<file path="src/hdl/irtl_pkg.sv">
// ----------------------------------------------------------------------------
// irtl_pkg
// Shared types and constants for the interval range table lookup block.
// ----------------------------------------------------------------------------
package irtl_pkg;

  localparam int CP_W            = 21;
  localparam int CLASS_W         = 5;
  localparam int IDX_W           = 12;
  localparam int COUNT_W         = 13;
  localparam int TABLE_DEPTH_DEF = 4096;
  localparam int QUEUE_DEPTH     = 2;
  localparam int CFG_ADDR_W      = 3;
  localparam int CFG_DATA_W      = 32;

  typedef enum logic [0:0] {
    OP_WRITE  = 1'b0,
    OP_LOOKUP = 1'b1
  } op_t;

  // register select, taken from paddr bit 2
  typedef enum logic [0:0] {
    REG_ENTRY_COUNT   = 1'b0,
    REG_DEFAULT_CLASS = 1'b1
  } reg_sel_t;

  typedef struct packed {
    logic [0:0]         operation;
    logic [IDX_W-1:0]   entry_index;
    logic [CP_W-1:0]    range_start;
    logic [CP_W-1:0]    range_end;
    logic [CLASS_W-1:0] range_class;
    logic [CP_W-1:0]    code_point;
  } in_req_t;

  typedef struct packed {
    logic               found;
    logic [CLASS_W-1:0] point_class;
    logic [IDX_W-1:0]   match_index;
  } out_rsp_t;

  typedef struct packed {
    logic [CP_W-1:0]    lo;
    logic [CP_W-1:0]    hi;
    logic [CLASS_W-1:0] cls;
  } entry_t;

  // classified request as it sits in the queue
  typedef struct packed {
    op_t              op;
    logic [IDX_W-1:0] idx;
    entry_t           ent;
    logic [CP_W-1:0]  cp;
  } cmd_t;

  typedef struct packed {
    logic full;
    logic empty;
  } q_stat_t;

  typedef enum logic [2:0] {
    BK_IDLE,
    BK_CHK_FIRST,
    BK_CHK_LAST,
    BK_PROBE,
    BK_DONE
  } bk_state_t;

endpackage

</file>
<file path="src/hdl/irtl_queue.sv">
// ----------------------------------------------------------------------------
// irtl_queue
// Short FIFO of classified requests between intake and search engine.
// ----------------------------------------------------------------------------
module irtl_queue import irtl_pkg::*; #(
  parameter int DEPTH = QUEUE_DEPTH
) (
  input  logic    clk,
  input  logic    rst_n,
  input  logic    push,
  input  cmd_t    push_cmd,
  input  logic    pop,
  output cmd_t    head_cmd,
  output q_stat_t q_stat
);

  localparam int PW = (DEPTH > 1) ? $clog2(DEPTH) : 1;
  localparam int NW = $clog2(DEPTH + 1);

  cmd_t          q_mem_r [DEPTH];
  logic [PW-1:0] wr_ptr_r, wr_ptr_nxt;
  logic [PW-1:0] rd_ptr_r, rd_ptr_nxt;
  logic [NW-1:0] cnt_r, cnt_nxt;

  function automatic logic [PW-1:0] ptr_inc(input logic [PW-1:0] p);
    ptr_inc = (p == PW'(DEPTH - 1)) ? '0 : p + PW'(1);
  endfunction

  assign q_stat.full  = (cnt_r == NW'(DEPTH));
  assign q_stat.empty = (cnt_r == '0);
  assign head_cmd     = q_mem_r[rd_ptr_r];

  always_comb begin
    wr_ptr_nxt = push ? ptr_inc(wr_ptr_r) : wr_ptr_r;
    rd_ptr_nxt = pop  ? ptr_inc(rd_ptr_r) : rd_ptr_r;
    cnt_nxt    = cnt_r + NW'(push) - NW'(pop);
  end

  always_ff @(posedge clk) begin
    if (!rst_n) begin
      wr_ptr_r <= '0;
      rd_ptr_r <= '0;
      cnt_r    <= '0;
    end else begin
      wr_ptr_r <= wr_ptr_nxt;
      rd_ptr_r <= rd_ptr_nxt;
      cnt_r    <= cnt_nxt;
    end
  end

  always_ff @(posedge clk) begin
    if (push) begin
      q_mem_r[wr_ptr_r] <= push_cmd;
    end
  end

endmodule

</file>
<file path="config.mk">
export PLATFORM = sky130hd
export DESIGN_NAME = irtl_queue
export DESIGN_NICKNAME = d
export VERILOG_FILES = /design/src/hdl/irtl_pkg.sv /design/src/hdl/irtl_queue.sv
export SDC_FILE = /design/constraint.sdc
export NUM_CORES = 1
export LEC_CHECK = 0
export BUFFER_PORTS_ARGS = -buffer_cell sky130_fd_sc_hd__buf_2
export CORE_ASPECT_RATIO = 0.5
export CORE_MARGIN = 3
export CORE_UTILIZATION = 55
export DETAILED_ROUTE_END_ITERATION = 10
export PLACE_DENSITY_LB_ADDON = 0.2
export SYNTH_ARGS = -nofsm -noshare
export SYNTH_HDL_FRONTEND = slang
export SYNTH_SLANG_ARGS = --single-unit
</file>
<file path="constraint.sdc">
create_clock -name clk -period 8.59 [get_ports clk]
set_input_delay 0 -clock clk [delete_from_list [all_inputs] [get_ports clk]]
set_output_delay 0 -clock clk [all_outputs]
set_load 0.02 [all_outputs]
</file>
[Yosys cells after proc, flatten, opt, wreduce, memory -nomap -nowiden]
Memories as Yosys holds them, arrays and structs flattened. A register that Yosys moved wholly into a read port is not among the register bits.
Index checks and enable logic that the tools add are counted.
Cells by class
  reductions and logical operators: 1
  equal/unequal tests: 1
  $add $sub $neg: 4
  muxes and demuxes: 6
Operator list (number)
  1-bit 2-to-1 mux: 6
  1-bit adder (second input constant): 2
  2-bit by 1-bit adder with 2-bit output: 1
  2-bit == test (second input constant): 1
  2-bit zero test: 1
  2-bit by 1-bit subtractor with 2-bit output: 1
Word-level totals
  output and inout port bits: 83
  word-level logic and storage cells: 16
  memories: 1
  register bits after elaboration: 4
  input bits: 85
  bits in writable memories: 162
Memories
  q_mem_r: words 2, bits a word 81, rd ports 1, clocked after memory_dff 1, wr ports 1, line irtl_queue.sv:20  | cmd_t q_mem_r [DEPTH];

[Logic depth before layout (Yosys ltp)]
Gate-level depths: netlist of run 1.
  word-level depth: 4
  depth in mapped cells: 6

[Worst setup path before layout of run 1]
No wires, ideal clock.
  kind: reg-to-reg
  start: register wr_ptr_r
  end: memory q_mem_r[0][0] in the netlist's numbering, enable pin
  stages on the path, launching flop included: 2
  setup slack: 4.144 ns
  data required time: 8.059 ns
  data arrival time: 3.915 ns
  buffers on the path: 0
  clock period less this slack: 4.446 ns
  cell sequence: dfxtp_1 -> nor2b_1
RTL lines
  from (decl): line irtl_queue.sv:21  | logic [PW-1:0] wr_ptr_r, wr_ptr_nxt;
  from (signal assigned): line irtl_queue.sv:45  | wr_ptr_r <= wr_ptr_nxt;
  to (decl): line irtl_queue.sv:20
No word-level cell before the write port.

==> results by group, run 1 <==
Logic synthesis
  – Seq/Total Area, Yosys: about 77%
  – Syn nets: 360
  – Synth warn: 0
  – Synth top area cells: edfxtp_1 75%, mux2_4 19%, buf_12 2.5%
  – Area share of the largest cell type after synthesis: between 70% and 80%
  – Syn Inst Count: 273
  – Cell taking the most area after synthesis: edfxtp_1
  – Unique cell type count in the Yosys netlist: 14
  – Syn avg cell area: between 20 and 25 µm²
  – Synth Register Bits: 167
  – Cell area after synthesis: between 6000 and 7000 µm²

Clock tree
  – Post-CTS Hold Buffers: 85
  – CTS H-tree lvls: 4
  – Num CTS Buffers: 17
  – TritonCTS Sinks: 167
  – CTS tree: done
  – Worst-skew pair later-pin latency: a little over 0.4 ns
  – Post CTS Setup Buffer Count: 0
  – Post-CTS sizing: 0
  – Clock transition at path regs: 0.07 ns
  – Clock Tree Buf Depth: 2
  – Clk root buf: clkbuf_16

Power and ir drop
  – Power Dens Cells: between 200 and 250 nW/µm²
  – Max VDD drop: around 0.00017 V
  – Static Leakage: ~3.5 nW
  – Total power: 1.96 mW

Die
  – I/O Pins: approximately 170
  – Rows: 27
  – Core footprint: between 10,000 and 15,000 µm²
  – Die H: a little over 80 µm
  – Starting density of the core: a little under three fifths
  – Die width: approximately 160 µm
  – Die area: between 10,000 and 15,000 µm²

Final layout
  – Most common cell after layout, fill and taps aside: buf_2
  – Fin util: between 70 and 80%
  – Most frequent cells in the layout: 167 x buf_2, 162 x edfxtp_1, 85 x dlygate4sd3_1, 80 x mux2_4, 17 x clkbuf_16
  – Layout cells sized above 1: between 50 and 60%
  – Finished Layout Cells: 709
  – Area delta synth->final: 35.7%
  – Nets: between 600 and 700
  – Inserted Diodes: 0

STA
  – Clock Skew: 0.00829 ns
  – Fin crit share: between 20% and 30%
  – Slew Limit Headroom: 25.6%
  – Final Max Tran Viols: 0
  – Highest Clock Rate: just under 0.4 GHz
  – Setup_tns: 0 ns
  – Worst slew pin tran: around 1.1 ns
  – Final setup fails: 0
  – RSZ-0062 raised after global routing: no
  – Hold Vio Cnt, Final: 0
  – Tmin final: ~2.6 ns

Min path
  – Min-delay worst type: primary input to register
  – Hold Path Depth: 2

Critical path
  – Levels on crit path: 3
  – Crit-path max FO: between 40 and 50
  – Startpoint types: register
  – CP endpoint kind: output port
  – WS Path Type: register to output port
  – Crit-path slowest cell: dfxtp_4
  – Worst EP arrival: 2.55 ns
  – Worst path bufs/invs: 2
  – CP required: between 8 and 9 ns
  – Slowest stage delay, CP: roughly 0.85 ns
  – Cells on worst reg2reg path: 6
  – CP Cell Sequence: buf_4 -> mux2_4 -> buf_2
  – Crit path max-delay family: buffers and inverters

Global route
  – Largest net degree at the start of global routing: between 80 and 90
  – Gr ovfl total: 0
  – GR Util All Layers: a little under a fifth
  – First-pass GRT wire length: 18,700 µm
  – Initial antenna violation count: 0
  – Vias in the first global route: roughly 3.6k

Status
  – Outcome: complete, no violations

Run
  – Max Cap Viol: 0

Drt
  – ANT nets after route: 0
  – Via density per instance: around 4.9
  – Vias: roughly 3.4k
  – Iteration-0 DRC Markers: 190
  – Wire per inst: between 15 and 20 µm
  – DRT Pass-1 Iters: 5
  – Post-Route WL: ~12,000 µm
  – Drt drc: 0

Placement
  – DP Wirelength: around 7100 µm
  – GPL Wtd Cong: 0.709
  – DP Cell Count: just under 600
  – Port Buffer Count: between 150 and 200
==> metrics by stage <==
stage                     cell area (µm²)  setup slack, ns  hold slack [ns]
after floorplan                      6470             4.14           0.0989
final                                8780             6.04            0.316
after global placement               7370             6.49            0.187
after CTS                            8780             6.00            0.291
after detailed placement             7370             6.44            0.192
after global routing                 8780             5.88            0.304
==> worst reg2reg max path: cells and delay by family, from the launching register on <==
kind	cells	cell delay, ns
adder cells (fa/ha/maj)	2	0.54
buffers and inverters	3	0.64
flip-flops	1	0.36
AND/OR/NAND/NOR	1	0.15
==> worst paths after layout <==
kind                    start       endpoint  slack [ns]
hold / removal    push_cmd[8]  q_mem_r[1][8]        0.32
hold reg to reg      rd_ptr_r       register        0.61
setup reg to reg     cnt_r[0]       cnt_r[0]        6.79
setup / recovery     register   head_cmd[42]        6.04
==> layout make-up <==
class | count | area (µm²)
Clock inverter | 15 | 141
Inverter | 2 | 7.51
Tap cell | 159 | 199
Timing Repair Buffer | 254 | 1700
Clock buffer | 17 | 425
Sequential cell | 167 | 4970
Multi-Input combinational cell | 95 | 1340
Fill cell | 638 | 2470
==> cell families (layout without fill, tap and decap cells) <==
family / Yosys count / after routing / share of synthesized area, %
buffers and inverters: 11 / 288 / 2.76
and+or+nand+nor: 9 / 9 / 0.831
adders and majority gates: 2 / 2 / 0.386
AOI/OAI and AO/OA: 1 / 1 / 0.116
xor gates and xnor gates: 2 / 2 / 0.483
muxes: 81 / 81 / 18.7
DFF: 167 / 167 / 76.7
==> cell usage after synthesis (all sizes together) <==
library cell and count:
edfxtp 162, mux2 81, buf 9, dfxtp 5
and2 4, nor2b 4, ha 2, inv 2
nor2 1, o21a 1, xnor3 1, xor2 1
==> layer usage <==
| layer | global-route usage [%] | vias up | part of all wire (%) |
|---|---|---|---|
| met1 | 21.2 | 1700 | 40 |
| met3 | 4.88 | 15 | 4.8 |
| met5 | 0 | - | 0 |
| met4 | 8.03 | 0 | 1.6 |
| met2 | 35.6 | 114 | 54 |
| li1 | - | 1611 | - |
==> where the power goes <==
group / internal, mW / switching, mW
Combinational: 0.139 / 0.131
Sequential: 0.943 / 0.0233
Clock: 0.405 / 0.315
Total: 1.49 / 0.469
==> flip-flops by register name (all words and copies together) (netlist names), named ones only <==
register	flops
cnt_r	2
wr_ptr_r	1
q_mem_r	162
rd_ptr_r	1
Note: power is estimated with default switching activity, not from simulation.
==> run 2: changes to the inputs <==
--- a/config.mk
+++ b/config.mk
@@ -8,7 +8,7 @@
 export BUFFER_PORTS_ARGS = -buffer_cell sky130_fd_sc_hd__buf_2
 export CORE_ASPECT_RATIO = 0.5
 export CORE_MARGIN = 3
-export CORE_UTILIZATION = 55
+export CORE_UTILIZATION = 47
 export DETAILED_ROUTE_END_ITERATION = 10
 export PLACE_DENSITY_LB_ADDON = 0.2
 export SYNTH_ARGS = -nofsm -noshare
==> constraint.sdc (replaced) <==
create_clock -name clk -period 2.04 [get_ports clk]
set_input_delay 0 -clock clk [delete_from_list [all_inputs] [get_ports clk]]
set_output_delay 0 -clock clk [all_outputs]
set_load 0.02 [all_outputs]
==> results by group, run 2 (same netlist as run 1, synthesis figures left out) <==
Clock tree
  – Clock Tree Buf Depth: 2
  – CTS H-tree lvls: 4
  – TritonCTS Sinks: 167
  – CTS tree: done
  – Clk root buf: clkbuf_16
  – Clock transition at path regs: approximately 0.070 ns
  – Worst-skew pair later-pin latency: approximately 0.40 ns
  – Num CTS Buffers: 17

Die
  – Die width: ~170 µm
  – Rows: 29
  – Die area: ~15,000 µm²
  – Die H: about 89 µm
  – Core footprint: about 13,000 µm²
  – I/O Pins: approximately 170
  – Starting density of the core: approximately 50%

Final layout
  – Largest register FFs: 162
  – Reg with most FFs: q_mem_r
  – Inserted Diodes: 0
  – Post-layout instance area: around 9000 µm²
  – Area delta synth->final: 38.0%
  – Nets: around 630
  – Layout cells sized above 1: between 50% and 60%
  – Finished Layout Cells: just over 700
  – Most frequent cells in the layout: 167 x buf_2, 162 x edfxtp_1, 85 x dlygate4sd3_1, 80 x mux2_4, 17 x clkbuf_16
  – Most common cell after layout, fill and taps aside: buf_2
  – Fill cells: between 800 and 900
  – Largest regs: q_mem_r x162, cnt_r x2
  – Fin util: approximately 68%

Min path
  – Min-delay worst type: primary input to register

Critical path
  – CP required: 2.04 ns
  – Startpoint types: register
  – Crit-path slowest cell: dfxtp_4
  – Crit-path max FO: 21
  – Slowest stage delay, CP: 0.60 ns
  – CP Cell Sequence: buf_12 -> mux2_2 -> buf_2
  – CP endpoint kind: output port
  – Reg-to-reg setup timing slack: between 0.6 and 0.7 ns
  – WS Path Type: register to output port
  – Worst EP arrival: around 1.8 ns

Global route
  – GR Util All Layers: about 16%
  – Largest net degree at the start of global routing: 63
  – Gr ovfl total: 0
  – First-pass GRT wire length: between 15,000 and 20,000 µm
  – Vias in the first global route: approximately 3.6k
  – Initial antenna violation count: 0

Placement
  – DP Cell Count: between 600 and 700
  – Placed Instance Area: ~7500 µm²
  – GPL Wtd Cong: approximately 0.65
  – Port Buffer Count: between 150 and 200
  – DP Wirelength: between 7000 and 8000 µm

Drt
  – Drt drc: 0
  – DRT Pass-1 Iters: 4
  – Wire per inst: about 16 µm
  – Via density per instance: roughly 4.6
  – Iteration-0 DRC Markers: approximately 180
  – ANT nets after route: 0
  – Post-Route WL: between 10,000 and 15,000 µm
  – Vias: roughly 3.4k

STA
  – Hold Vio Cnt, Final: 0
  – Tmin final: 1.80 ns
  – WHS: about 0.31 ns
  – Final Max Tran Viols: 0
  – Final setup fails: 0
  – Slew Limit Headroom: 73.1%
  – Clock Skew: 0.00972 ns
  – Highest Clock Rate: approximately 0.56 GHz
  – Fin crit share: 88.2%
  – Setup_tns: 0 ns
  – Worst slew pin tran: slightly above 0.4 ns
  – RSZ-0062 raised after global routing: no

Status
  – Outcome: complete, no violations

Power and ir drop
  – Static Leakage: ~3.6 nW
  – Power Dens Cells: 937 nW/µm²
  – Max VDD drop: 0.000527 V

Run
  – Max Cap Viol: 0
==> run 2: cell count changes in the layout (fill, tap and decap cells not counted) <==
cell,before,now
buf_12,0,6
inv_6,6,4
bufinv_16,1,2
clkinv_4,4,1
buf_4,2,1
inv_8,0,3
clkinv_1,1,2
==> run 2: worst paths after layout <==
check	to	start	cells past startpoint
max reg2reg	q_mem_r[1][28]	wr_ptr_r	2
min reg2reg	register	rd_ptr_r	2
min	q_mem_r[0][44]	push_cmd[44]	2
max	head_cmd[69]	register	3
==> run 2: critical path: cells and delay by family (launching register included) <==
family,cells,cell delay (ns)
DFF,1,0.60
buffers and inverters,2,0.42
muxes,1,0.36
==> run 2: routing by layer <==
layer | track usage [%] | share of wire (%) | vias to the layer above
met1 | 18.6 | 41 | 1639
met3 | 3.75 | 5.0 | 8
met4 | 5.50 | 0.77 | 0
met5 | 0 | 0 | -
li1 | - | - | 1612
met2 | 28.4 | 53 | 96
==> run 2: final cells by class <==
class	instances	area, µm²	share of cell area [%]
Inverter	2	7.51	0.0840
Clock buffer	17	425	4.76
Tap cell	170	213	2.38
Sequential cell	167	4970	55.6
Timing Repair Buffer	259	1810	20.3
Multi-Input combinational cell	95	1340	15.0
Clock inverter	15	165	1.85
==> run 2: stage by stage <==
stage | total power [mW] | setup WS (ns)
after floorplan | 4.86 | 0.0773
after global placement | 5.16 | 0.640
final | 8.37 | 0.240
after CTS | 8.46 | 0.205
after detailed placement | 5.18 | 0.624
after global routing | 8.72 | 0.156
==> run 2: timing repair <==
action                     in CTS  in global routing
gates resized for setup         0                  0
setup endpoints to repair       0                  0
buffers inserted                0                  0
hold buffers                   85                  0
hold endpoints to repair      167                  0
==> run 2: where the power goes <==
group / switching (mW) / internal (mW)
registers: 0.0715 / 3.96
logic: 0.576 / 0.612
clock network: 1.32 / 1.84
